[config.mk]
export PLATFORM = sky130hd
export DESIGN_NAME = dhmt_ram
export DESIGN_NICKNAME = d
export VERILOG_FILES = /design/src/rtl/assert_macros.svh /design/src/rtl/dhmt_ram.sv
export SDC_FILE = /design/constraint.sdc
export NUM_CORES = 2
export LEC_CHECK = 0
export ABC_AREA = 1
export BUFFER_PORTS_ARGS = -buffer_cell sky130_fd_sc_hd__buf_2
export CAP_MARGIN = 10
export CORE_AREA = 2 2 401 403
export DETAILED_ROUTE_END_ITERATION = 10
export DIE_AREA = 0 0 403 405
export HOLD_SLACK_MARGIN = 0.02
export PLACE_DENSITY_LB_ADDON = 0.1
export SLEW_MARGIN = 20
export SYNTH_ARGS = -nofsm -noshare
export SYNTH_HDL_FRONTEND = slang
export SYNTH_SLANG_ARGS = --single-unit
[constraint.sdc]
create_clock -name i_clk -period 2 [get_ports i_clk]
set_input_delay 0.1 -clock i_clk [delete_from_list [all_inputs] [get_ports i_clk]]
set_output_delay 0.1 -clock i_clk [all_outputs]
set_load 0.01 [all_outputs]
[src/rtl/assert_macros.svh]
// Assertion macros shared by the RTL of the multiset table.
// Each macro expects the including module to have i_clk and i_rst_n.
`ifndef ASSERT_MACROS_SVH
`define ASSERT_MACROS_SVH

// Same-cycle implication, checked outside reset.
`define DHMT_CHECK(lbl, ante, cons, msg) \
    lbl: assert property (@(posedge i_clk) disable iff (!i_rst_n) (ante) |-> (cons)) \
        else $error(msg);

// Next-cycle implication, checked outside reset.
`define DHMT_CHECK_NEXT(lbl, ante, cons, msg) \
    lbl: assert property (@(posedge i_clk) disable iff (!i_rst_n) (ante) |=> (cons)) \
        else $error(msg);

`endif

[src/rtl/dhmt_ram.sv]
// Generic single-port-write, single-port-read RAM with a registered read.
// Depends on nothing; instanced for the status and the key stores.
`timescale 1ns / 1ps
`default_nettype none

module dhmt_ram #(
    parameter int WIDTH = 2,
    parameter int DEPTH = 1024
) (
    input  wire                      i_clk,
    input  wire                      i_we,
    input  wire [$clog2(DEPTH)-1:0]  i_waddr,
    input  wire [WIDTH-1:0]          i_wdata,
    input  wire                      i_re,
    input  wire [$clog2(DEPTH)-1:0]  i_raddr,
    output logic [WIDTH-1:0]         o_rdata
);

    logic [WIDTH-1:0] r_mem [DEPTH];

    // Write port.
    always_ff @(posedge i_clk) begin
        if (i_we) begin
            r_mem[i_waddr] <= i_wdata;
        end
    end

    // Registered read port.
    always_ff @(posedge i_clk) begin
        if (i_re) begin
            o_rdata <= r_mem[i_raddr];
        end
    end

endmodule

`default_nettype wire

==> impl_metrics.toml <==
[yosys]
syn_inst = 7976
synth-simple-area-share_pct = 25.6
synthTopCellsByArea = "edfxtp_1 71%, nand3_1 12%, nand2_1 9.1%, nor2_1 4.5%, buf_2 1.5%"
synth_top_area_share_pct = 70.8
synth-compound-area-share_pct = 0
synth_warnings = 0
syn_avg_cell_area_sq_um = 10.9
yosysSeqAreaShare_pct = 70.8
ys_ff_latch = 2050
synthAdderAreaFrac_pct = 0
synth_area_sq_um = 87000
synthMuxAreaShare_pct = 0
yosysUniqueCellTypes = 16
syn-num-nets = 8001
netlist.top_cell.by_area = "edfxtp_1"
synthXorXnorAreaFrac_pct = 0
synth_top_family_by_area = "simple AND/OR/NAND/NOR gates"

[layout]
final_util_pct = 62.5
layout_commonest_cell = "nand2_1"
drive_gt1_share_pct = 10.1
syn2layout_area_growth_pct = 14.5
final_cell_mix = "2098 x nand2_1, 2050 x edfxtp_1, 2017 x nand3_1, 1039 x nor2_1, 283 x buf_4"
finalNetCount = 8064

[status]
status = "finished clean"

[route]
drt-vias-per-instance = 6.06
num_vias = 62400
drc = 0
wl_um = 257000
ant_nets = 0
dr.pass1.iters = 6
dr.first_iter.drc_count = 8165
routedWlPerCell_um = 25.0

[pwr]
leakagePower_nw = 34.5
swShare_pct = 22.4
combPwrFrac_pct = 6.8
power_switching_w = 0.0203
p_seq_share_pct = 52.1
clkPwrFrac_pct = 41.1
p_int_w = 0.0705
total_power_w = 0.0908
vdd_ir_drop_max_uv = 955
power_density_nw_per_um2 = 912

[timing]
finalHoldViolations = 0
relSlewSlack_pct = 57.8
fin_crit_sh_pct = 98.3
hold_ws_ps = 131
finalClockSkew_ps = 22.3
worst_slew_pin_slew_ps = 633
tns_ps = 0
fmax_mhz = 509
post-route-worst-setup-slack_ps = 33.4
finalMaxSlewViolations = 0
setup_viol = 0
layout_min_cycle_time_ps = 1970

[clock_tree]
cts_setup_buffers = 0
clk_path_buf_depth = 3
cts_tree = "yes"
cts.sinks = 2050
root_buffer = "clkbuf_16"
htreeDepth = 4
cts_inserted_buffers = 203
path_clk_slew_ps = 60
clk_latency_ps = 840

[place]
detailedPlace.worstSlack_ps = -568
hpwl_um = 149000
gp_congestion = 0.880
portBuffers = 26

[die]
rows = 147
ios = 27
coreArea_sq_um = 159000
start_util_pct = 54.6
die_x_um = 403
dieHeight_um = 405
dieArea_sq_um = 163000

[critical_path]
endpoint_kind = "flip-flop"
crit_required_ps = 2580
worstSetupStartpointType = "flip-flop"
worstPathArrival_ps = 2550
cp_max_fo = 1
critPathKind = "reg2reg"

[global_route]
grt_pass1_vias = 59400
antenna_found_initial = 11
grt_max_degree = 134
gr-total-overflow = 0
grtUsageTotal_pct = 31.4
grt_pass1_wl_um = 377000

[run]
maxCapViolCount = 0

[worst_hold_path]
hp-class = "in2reg"
==> power by group through the flow <==
stage | clock network [W] | registers, W | logic, W
after CTS | 0.0377 | 0.0473 | 0.00608
final | 0.0374 | 0.0473 | 0.00618
after floorplan | 0 | 0.0482 | 0.00299
after detailed placement | 0 | 0.0482 | 0.00604
after global placement | 0 | 0.0482 | 0.00599
after global routing | 0.0393 | 0.0473 | 0.00663
==> sequential cells by signal, indices dropped and copies added, names as in the netlist <==
| signal | count |
|---|---|
| o_rdata | 2 |
| r_mem | 2048 |
==> path summary, 6_finish.rpt <==
kind                                    start         end  slack, ps  depth (start not counted)
worst min-delay path               i_raddr[7]  o_rdata[1]        130                          7
worst min register to register  r_mem[638][1]  o_rdata[1]       1240                         12
worst max-delay path            r_mem[422][0]  o_rdata[0]         30                         12
worst max register to register  r_mem[422][0]  o_rdata[0]         30                         12
==> critical path, cell delays in order (launching register included) <==
cell and delay [ps]:
edfxtp_1 380, nand2_1 90, nand3_1 60, nand3_1 110, nand3_2 130, nand3_1 110
nand3_1 170, nand3_1 120, nand3_1 190, nand3_2 190, nand2_1 70, nand2_1 60
nand2_1 40
==> cell type report <==
cell class	count	area [sq um]
inverter	45	208
multi-input combinational	5236	22600
fill	12600	59700
clock buffer	255	5360
antenna	3	7.51
timing repair buffer	503	6100
tap	2086	2610
clock inverter	114	1060
sequential	2050	61600
==> stage by stage <==
stage | cells | instance area [sq um]
6_report | 10300 | 99500
5_1_grt | 10300 | 99500
4_1_cts | 10300 | 99400
3_5_place_dp | 9909 | 92900
3_3_place_gp | 9909 | 92900
2_1_floorplan | 7976 | 87000
==> cell families (layout without fill, tap and decap cells) <==
logic type             after synthesis  in the layout
buffers and inverters              690            917
other                                0              3
AND/OR/NAND/NOR                   5236           5236
flip-flops                        2050           2050
==> synth_stat cells (all sizes together) <==
cell	instances
edfxtp	2050
clkinv	2
nand2	2119
clkbuf	261
buf	384
nor3	24
nor2	1039
nand3	2049
nand4	5
inv	43
==> what timing repair did <==
item | in CTS | in global routing
hold endpoints to repair | 848 | 0
endpoints found under the setup margin | 2 | 2
pin swaps | 0 | 2
gates resized for setup | 3 | 25
hold buffers | 11 | 0
==> routing by layer <==
layer / vias to the layer above / GRT usage (%) / wire (um)
met5: - / 0 / 30
li1: 27900 / - / -
met3: 532 / 4.99 / 26100
met1: 30600 / 44.1 / 101000
met2: 3342 / 49.6 / 119000
met4: 4 / 11.9 / 10100
Note: power is estimated with default switching activity, not from simulation.
