## config.mk

```make
export PLATFORM = sky130hd
export DESIGN_NAME = dhmt_hash
export DESIGN_NICKNAME = d
export VERILOG_FILES = /design/src/rtl/assert_macros.svh /design/src/rtl/dhmt_pkg.sv /design/src/rtl/dhmt_hash.sv
export SDC_FILE = /design/constraint.sdc
export NUM_CORES = 1
export LEC_CHECK = 0
export ABC_CLOCK_PERIOD_IN_PS = 6100
export BUFFER_PORTS_ARGS = -buffer_cell sky130_fd_sc_hd__buf_2
export CELL_PAD_IN_SITES_DETAIL_PLACEMENT = 1
export CELL_PAD_IN_SITES_GLOBAL_PLACEMENT = 1
export CORE_ASPECT_RATIO = 0.75
export CORE_MARGIN = 4
export CORE_UTILIZATION = 25
export DETAILED_ROUTE_END_ITERATION = 8
export PLACE_DENSITY_LB_ADDON = 0.12
export SLEW_MARGIN = 20
export SYNTH_ARGS = -nofsm -noshare
export SYNTH_HDL_FRONTEND = slang
export SYNTH_SLANG_ARGS = --single-unit
export TNS_END_PERCENT = 30
```

## constraint.sdc

```tcl
create_clock -name vclk -period 6.1
set_input_delay 0.305 -clock vclk [all_inputs]
set_output_delay 0.305 -clock vclk [all_outputs]
set_load 0.02 [all_outputs]
```

## src/rtl/assert_macros.svh

```systemverilog
// Assertion macros shared by the RTL of the multiset table.
// Each macro expects the including module to have i_clk and i_rst_n.
`ifndef ASSERT_MACROS_SVH
`define ASSERT_MACROS_SVH

// Same-cycle implication, checked outside reset.
`define DHMT_CHECK(lbl, ante, cons, msg) \
    lbl: assert property (@(posedge i_clk) disable iff (!i_rst_n) (ante) |-> (cons)) \
        else $error(msg);

// Next-cycle implication, checked outside reset.
`define DHMT_CHECK_NEXT(lbl, ante, cons, msg) \
    lbl: assert property (@(posedge i_clk) disable iff (!i_rst_n) (ante) |=> (cons)) \
        else $error(msg);

`endif

```

## src/rtl/dhmt_pkg.sv

```systemverilog
// Shared types and constants of the double-hashed multiset table.
// No dependencies; imported by dhmt_hash and the top-level core.
`timescale 1ns / 1ps
`default_nettype none

package dhmt_pkg;

    // Default sizing of the table and of the stored key.
    localparam int DEF_CAPACITY  = 1024;
    localparam int DEF_KEY_WIDTH = 32;

    // Fixed field widths of the streaming and register interfaces.
    localparam int ELEM_W   = 32;
    localparam int KIND_W   = 2;
    localparam int CNT_W    = 11;
    localparam int CFG_W    = 4;
    localparam int RES_W    = 24;
    localparam int APB_W    = 32;
    localparam int PADDR_W  = 3;

    localparam logic [CFG_W-1:0] CFG_SLOTS_RESET = 4'd10;
    localparam logic [CNT_W-1:0] COUNT_SAT       = 11'd2047;

    // Register index of slots_log2 (taken from paddr[2]).
    localparam logic REG_SLOTS_LOG2 = 1'b0;

    // Per-slot status codes.
    localparam logic [1:0] ST_EMPTY   = 2'd0;
    localparam logic [1:0] ST_LIVE    = 2'd1;
    localparam logic [1:0] ST_DELETED = 2'd2;

    // Request kinds carried in tuser.
    typedef enum logic [KIND_W-1:0] {
        KIND_ADD    = 2'd0,
        KIND_REMOVE = 2'd1,
        KIND_SEARCH = 2'd2,
        KIND_COUNT  = 2'd3
    } t_kind;

endpackage

`default_nettype wire

```

## src/rtl/dhmt_hash.sv

```systemverilog
// Key extraction and double-hash setup: start slot, odd step and size mask.
// Depends on dhmt_pkg.
`timescale 1ns / 1ps
`default_nettype none

module dhmt_hash
    import dhmt_pkg::*;
#(
    parameter int KEY_WIDTH = DEF_KEY_WIDTH,
    parameter int ADDR_W    = 10
) (
    input  wire [ELEM_W-1:0]    i_elem,
    input  wire [CFG_W-1:0]     i_slots_log2,
    output logic [KEY_WIDTH-1:0] o_key,
    output logic [ADDR_W-1:0]   o_pos,
    output logic [ADDR_W-1:0]   o_step,
    output logic [ADDR_W-1:0]   o_mask
);

    localparam int MW = (KEY_WIDTH > ADDR_W) ? KEY_WIDTH : ADDR_W;
    localparam logic [ADDR_W-1:0] ALL_ONES = '1;

    logic signed [ELEM_W-1:0]    elem_s;
    logic [KEY_WIDTH-1:0]        mag_k;
    logic [MW-1:0]               mag_ext;
    logic [ADDR_W-1:0]           mag_lo;
    logic [4:0]                  eff_log2;

    // The key is the elem sign-extended or cut to the key width.
    assign elem_s = $signed(i_elem);
    assign o_key  = KEY_WIDTH'(elem_s);

    // Magnitude; the most negative key maps to 2^(KEY_WIDTH-1) without overflow.
    assign mag_k   = o_key[KEY_WIDTH-1] ? (~o_key + 1'b1) : o_key;
    assign mag_ext = MW'(mag_k);
    assign mag_lo  = mag_ext[ADDR_W-1:0];

    // Active size: at least two slots, at most the memory depth.
    always_comb begin
        eff_log2 = (i_slots_log2 == '0) ? 5'd1 : 5'(i_slots_log2);
        if (eff_log2 > 5'(ADDR_W)) begin
            eff_log2 = 5'(ADDR_W);
        end
    end

    assign o_mask = ALL_ONES >> (5'(ADDR_W) - eff_log2);
    assign o_pos  = mag_lo & o_mask;

    // Step is one plus the rounded-up-to-even magnitude mod m, so it is odd.
    assign o_step = mag_lo[0] ? (((mag_lo + 1'b1) & o_mask) + 1'b1)
                              : ((mag_lo & o_mask) + 1'b1);

endmodule

`default_nettype wire

```

==> results.json, run 1 <==
{
  "drc_errors": 0,
  "diodes": 0,
  "detail-route-antenna-nets": 0,
  "crit_path_start_kind": "input pin",
  "muxShareOfSynthArea": 0.0104,
  "path_depth": 9,
  "worstPathArrival_ns": 2.58,
  "path_delay_family": "simple AND/OR/NAND/NOR gates",
  "initial_utilization": 0.260,
  "grt_pass1_vias": 962,
  "crit_required_ns": 5.79,
  "setup.worst_path.end": "o_step[9]",
  "comb_power_share": 1.000,
  "die_width_um": 79.5,
  "vdd_drop_max_v": 0.0000242,
  "crit_chain": "buf_2 > inv_1 > ha_1 > nand2b_1 > o221a_4 > or3_4 > or2_0 > o41ai_1 > buf_2",
  "place_ws_ns": 3.22,
  "ioPinCount": 98,
  "worst_slack_ns": 3.21,
  "place_congestion": 0.807,
  "overflow": 0,
  "vias_per_cell": 4.63,
  "switching_power_mw": 0.0701,
  "wl_per_cell_um": 14.0,
  "final_max_slew_viol_count": 0,
  "yosysSeqAreaShare": 0,
  "regArea_um2": 0,
  "finalHoldViolCount": 0,
  "final_nets": 203,
  "synthToLayoutAreaGrowth_pct": 5.09,
  "power.share.switching": 0.659,
  "synthSimpleGateAreaFrac": 0.306,
  "cp_slowest_cell": "or3_4",
  "outcome": "complete, no violations",
  "worst-path-buf-inv": 3,
  "rsz0062_at_grt": "false",
  "grt_use_total": 0.114,
  "maxCapViolCount": 0,
  "worst_setup_path_end_kind": "output pin",
  "seqPwrFrac": 0,
  "num_vias": 995,
  "min_path_cells": 0,
  "finalSetupTns_ns": 0,
  "clockBufferCount": 0,
  "hold_path.class": "in2out",
  "routed_wl_um": 3010,
  "synth_xor_area_frac": 0.100,
  "finalCriticalPeriod_ns": 2.89,
  "internal_power_mw": 0.0363,
  "leakage_nw": 0.490,
  "holdBufCountCts": 0,
  "syn_area_per_cell_um2": 6.48,
  "dieArea_um2": 4900,
  "yosys_warnings": 0,
  "p_clk_frac": 0,
  "fill_cells": 496,
  "placed_cell_area_um2": 1010,
  "fin_crit_sh": 0.473,
  "synth_area_um2": 960,
  "worst_path_largest_cell_delay_ns": 0.42,
  "antenna_found_initial": 0,
  "path_common_cell": "buf_2",
  "synth_fa_ha_area_frac": 0.0261,
  "max_freq_mhz": 346,
  "rows": 19,
  "tightest_slew_ns": 0.599,
  "cts_resized": 0,
  "cp-startpoint": "i_elem[0]",
  "hpwl_um": 2620,
  "drive_above_1_share": 0.362,
  "setup_violations": 0,
  "postSynthCellCount": 148,
  "multi_input_area_um2": 621,
  "core_area_um2": 3680,
  "max-slew-margin-rel": 0.595,
  "synth_top_family_by_area": "buffers and inverters",
  "grt_pass1_wl_um": 4600,
  "worst-path-max-fanout": 12,
  "stdcell_area_um2": 1010,
  "postCtsSetupBuffers": 0,
  "synth-compound-area-share": 0.196,
  "die_h_um": 61.7,
  "synth_cell_type_count": 40,
  "fin_util": 0.274,
  "synth_top_area_share": 0.274,
  "drt_iter0_markers": 21,
  "synthTopCellsByArea": "buf_4 (27%), xnor2_1 (7.3%), nor2_1 (6.6%), inv_1 (5.5%), a21oi_1 (4.7%)",
  "grt_max_degree": 15,
  "synth_top_cell_by_area": "buf_4",
  "io_buffers": 54,
  "drt_pass1_iterations": 4,
  "seq_cell_count": 0,
  "worstSetupPathType": "in2out",
  "p_per_area_nw_per_um2": 105
}
cell type report:
type	instances	share of cell area
Multi-Input combinational cell	95	0.615
Timing Repair Buffer	54	0.268
Tap cell	52	0.0645
Inverter	14	0.0521
stage by stage:
step | std cells | hold WS (ns) | power (mW)
finish | 215 | 0.610 | 0.106
global route | 215 | 0.610 | 0.117
CTS | 215 | 0.610 | 0.108
detailed placement | 215 | 0.610 | 0.108
global placement | 215 | 0.610 | 0.106
floorplan | 149 | 0.723 | 0.0966
cell usage after synthesis, types with 2 or more instances:
cell type,number
a21oi_1,9
a22oi_1,2
buf_4,35
clkbuf_1,3
ha_1,2
inv_1,14
nand2_1,4
nand2b_1,7
nor2_1,17
nor2b_1,3
nor3_1,6
nor4_1,2
o21a_1,2
o21ai_0,3
o31ai_1,2
o41ai_1,2
or2_2,2
or3_1,2
xnor2_1,8
xor2_1,3
power groups by stage:
stage               Combinational, mW  Sequential (mW)  Clock [mW]
CTS                             0.108                0           0
global route                    0.117                0           0
detailed placement              0.108                0           0
finish                          0.106                0           0
floorplan                      0.0966                0           0
global placement                0.106                0           0
routing by layer:
| layer | wire length, um | share of wire | vias up | GRT usage |
|---|---|---|---|---|
| li1 | - | - | 490 | - |
| met1 | 1410 | 0.47 | 449 | 0.155 |
| met2 | 1300 | 0.43 | 48 | 0.195 |
| met3 | 257 | 0.085 | 8 | 0.0175 |
| met4 | 40 | 0.013 | 0 | 0.0221 |
| met5 | 0 | 0 | - | 0 |
cells by family after synthesis:
family,after synthesis
AO/OA/AOI/OAI,26
XOR/XNOR,11
adder cells (fa/ha/maj),2
buffers and inverters,54
multiplexers,1
other,1
AND/OR/NAND/NOR,53
worst min-delay path by stage:
stage | slack (ns) | to | startpoint
after detailed placement | 0.61 | o_key[11] | i_elem[11]
after global routing | 0.61 | o_key[20] | i_elem[20]
after floorplan | 0.72 | o_key[0] | i_elem[0]
after CTS | 0.61 | o_key[11] | i_elem[11]
final | 0.61 | o_key[13] | i_elem[13]
after global placement | 0.61 | o_key[11] | i_elem[11]
cell usage in the layout, fill, tap and decap left out, drive strengths merged:
cell	synthesis	layout
buf	37	54
nor2	17	17
inv	14	14
a21oi	9	9
xnor2	8	8
nand2b	8	8
nor3	6	6
nand2	4	4
nor2b	3	3
xor2	3	3
o21ai	3	3
or3	3	3
or2	3	3
nor4	2	2
a22oi	2	2
o31ai	2	2
o41ai	2	2
o21a	2	2
ha	2	2
conb	1	2
and2	1	1
a31oi	1	1
nor4b	1	1
nor3b	1	1
o221a	1	1
and4b	1	1
a41oi	1	1
and3b	1	1
or4	1	1
o41a	1	1
a311o	1	1
nand3	1	1
o2bb2ai	1	1
mux2i	1	1
Power figures use the tool's default switching activity.
==> run 2: changes to the inputs <==
--- a/config.mk
+++ b/config.mk
@@ -5,13 +5,14 @@
 export SDC_FILE = /design/constraint.sdc
 export NUM_CORES = 1
 export LEC_CHECK = 0
-export ABC_CLOCK_PERIOD_IN_PS = 6100
+export ABC_AREA = 1
+export ABC_CLOCK_PERIOD_IN_PS = 2700
 export BUFFER_PORTS_ARGS = -buffer_cell sky130_fd_sc_hd__buf_2
 export CELL_PAD_IN_SITES_DETAIL_PLACEMENT = 1
 export CELL_PAD_IN_SITES_GLOBAL_PLACEMENT = 1
 export CORE_ASPECT_RATIO = 0.75
 export CORE_MARGIN = 4
-export CORE_UTILIZATION = 25
+export CORE_UTILIZATION = 22
 export DETAILED_ROUTE_END_ITERATION = 8
 export PLACE_DENSITY_LB_ADDON = 0.12
 export SLEW_MARGIN = 20
==> constraint.sdc (replaced) <==
create_clock -name vclk -period 2.7
set_input_delay 0.135 -clock vclk [all_inputs]
set_output_delay 0.135 -clock vclk [all_outputs]
set_load 0.02 [all_outputs]
==> results.json, run 2 <==
{
  "drive_above_1_share": 0.342,
  "place_congestion": 0.783,
  "crit_chain": "buf_2 > inv_2 > ha_1 > nand2_1 > o21ai_1 > ha_1 > inv_1 > nor2_1 > nand3_1 > o21ai_0 > nand2_1 > o21ai_0 > buf_2",
  "muxShareOfSynthArea": 0,
  "fill_cells": 598,
  "finalSetupTns_ns": 0,
  "seq_cell_count": 0,
  "hp-start": "i_elem[18]",
  "yosysSeqAreaShare": 0,
  "max-slew-margin-rel": 0.638,
  "fin_util": 0.246,
  "path_delay_family": "buffers and inverters",
  "grt_max_degree": 19,
  "drc_errors": 0,
  "yosys-top-cells-count": "nand2_1 (40), buf_4 (34), inv_1 (34), nand3_1 (17), nor2_1 (16)",
  "crit_required_ns": 2.57,
  "place_ws_ns": 0.564,
  "leakage_nw": 0.665,
  "yosysMostFrequentCell": "nand2_1",
  "rows": 20,
  "rsz0062_at_grt": "false",
  "ioPinCount": 98,
  "clockBufferCount": 0,
  "synth_area_um2": 968,
  "diodes": 0,
  "wl_per_cell_um": 11.6,
  "synth_cell_type_count": 21,
  "power_mw": 0.222,
  "holdBufCountCts": 0,
  "maxCapViolCount": 0,
  "initial_utilization": 0.233,
  "max_freq_mhz": 474,
  "synth_top_family_by_area": "buffers and inverters",
  "io_buffers": 54,
  "postCtsSetupBuffers": 0,
  "finalCriticalPeriod_ns": 2.11,
  "worst_path_largest_cell_delay_ns": 0.28,
  "regArea_um2": 0,
  "synth_top_cell_by_area": "buf_4",
  "min_path_cells": 0,
  "place_inst": 257,
  "synth_xor_area_frac": 0,
  "worst_slack_ns": 0.590,
  "grt_pass1_wl_um": 5020,
  "num_vias": 1091,
  "synthToLayoutAreaGrowth_pct": 5.43,
  "crit_path_start_kind": "input pin",
  "final_max_slew_viol_count": 0,
  "outcome": "complete, no violations",
  "hold_path.class": "in2out",
  "instances_no_fill": 257,
  "worst-path-buf-inv": 4,
  "core_area_um2": 4150,
  "cp_slowest_cell": "ha_1",
  "tightest_slew_ns": 0.538,
  "vias_per_cell": 4.25,
  "hpwl_um": 2690,
  "drt_pass1_iterations": 4,
  "postSynthCellCount": 185,
  "synth-compound-area-share": 0.101,
  "final_cell_mix": "buf_2 (54), nand2_1 (40), inv_1 (34)",
  "setup_violations": 0,
  "grt_use_total": 0.105,
  "synthTopCellsByArea": "buf_4 (26%), nand2_1 (16%), inv_1 (13%), nand3_1 (8.8%), o21ai_0 (6.2%)",
  "final_common_cell": "buf_2",
  "final_nets": 242,
  "routed_wl_um": 2980,
  "die_h_um": 65.5,
  "yosys_warnings": 0,
  "vdd_drop_max_v": 0.0000575,
  "antenna_found_initial": 0,
  "detail-route-antenna-nets": 0,
  "cts_resized": 0,
  "syn_area_per_cell_um2": 5.23,
  "worstPathArrival_ns": 1.97,
  "worstSetupPathType": "in2out",
  "synth_fa_ha_area_frac": 0.0258,
  "hold_end": "o_key[18]",
  "synth_top_area_share": 0.264,
  "synthSimpleGateAreaFrac": 0.434,
  "fin_crit_sh": 0.781,
  "finalHoldViolCount": 0,
  "p_per_area_nw_per_um2": 217,
  "die_width_um": 84.6,
  "dieArea_um2": 5540,
  "overflow": 0,
  "drt_iter0_markers": 28,
  "worst-path-max-fanout": 10,
  "grt_pass1_vias": 1107,
  "worst_setup_path_end_kind": "output pin"
}
[run 2: cell types whose count changed in the layout (fill, tap and decap cells not counted), sizes merged, moves of 4 or more]
cell	change
nand2	+43
inv	+21
nand3	+19
o21ai	+10
nand2b	-8
xnor2	-8
a21oi	-4
nor3	-4
[run 2: logic make-up after synthesis]
kind of cell    count (synthesis)
other cells                     1
compound gates                 19
fa+ha+maj                       2
simple gates                   90
buf+inv                        73
[run 2: cell type report]
| class | count | area (um^2) | area share |
|---|---|---|---|
| Tap cell | 55 | 68.8 | 0.0674 |
| Inverter | 35 | 131 | 0.129 |
| Multi-Input combinational cell | 113 | 551 | 0.539 |
| Timing Repair Buffer | 54 | 270 | 0.265 |
[run 2: how the worst max path moves through the flow]
stage	start	endpoint	slack, ns	cells past startpoint
floorplan	i_slots_log2[1]	o_step[4]	0.88	6
global placement	i_elem[0]	o_step[6]	0.63	13
global route	i_elem[0]	o_step[6]	0.36	13
detailed placement	i_elem[0]	o_step[6]	0.56	13
CTS	i_elem[0]	o_step[6]	0.56	13
finish	i_elem[0]	o_step[6]	0.59	13
[run 2: layer usage]
metal | global-route usage | up-vias | share of wire
li1 | - | 562 | -
met1 | 0.136 | 485 | 0.45
met2 | 0.191 | 38 | 0.47
met3 | 0.0150 | 6 | 0.074
met4 | 0.0119 | 0 | 0.0054
met5 | 0 | - | 0
[run 2: report_power, final]
group | internal [mW] | leakage, nW | total, mW | switching [mW]
clock | 0 | 0 | 0 | 0
combinational | 0.0669 | 0.665 | 0.222 | 0.155
sequential | 0 | 0 | 0 | 0
[run 2: per-stage QoR]
step / hold slack [ns] / area, um^2
6_report: 0.270 / 1020
5_1_grt: 0.270 / 1020
4_1_cts: 0.270 / 1020
3_5_place_dp: 0.270 / 1020
3_3_place_gp: 0.270 / 1020
2_1_floorplan: 0.383 / 972
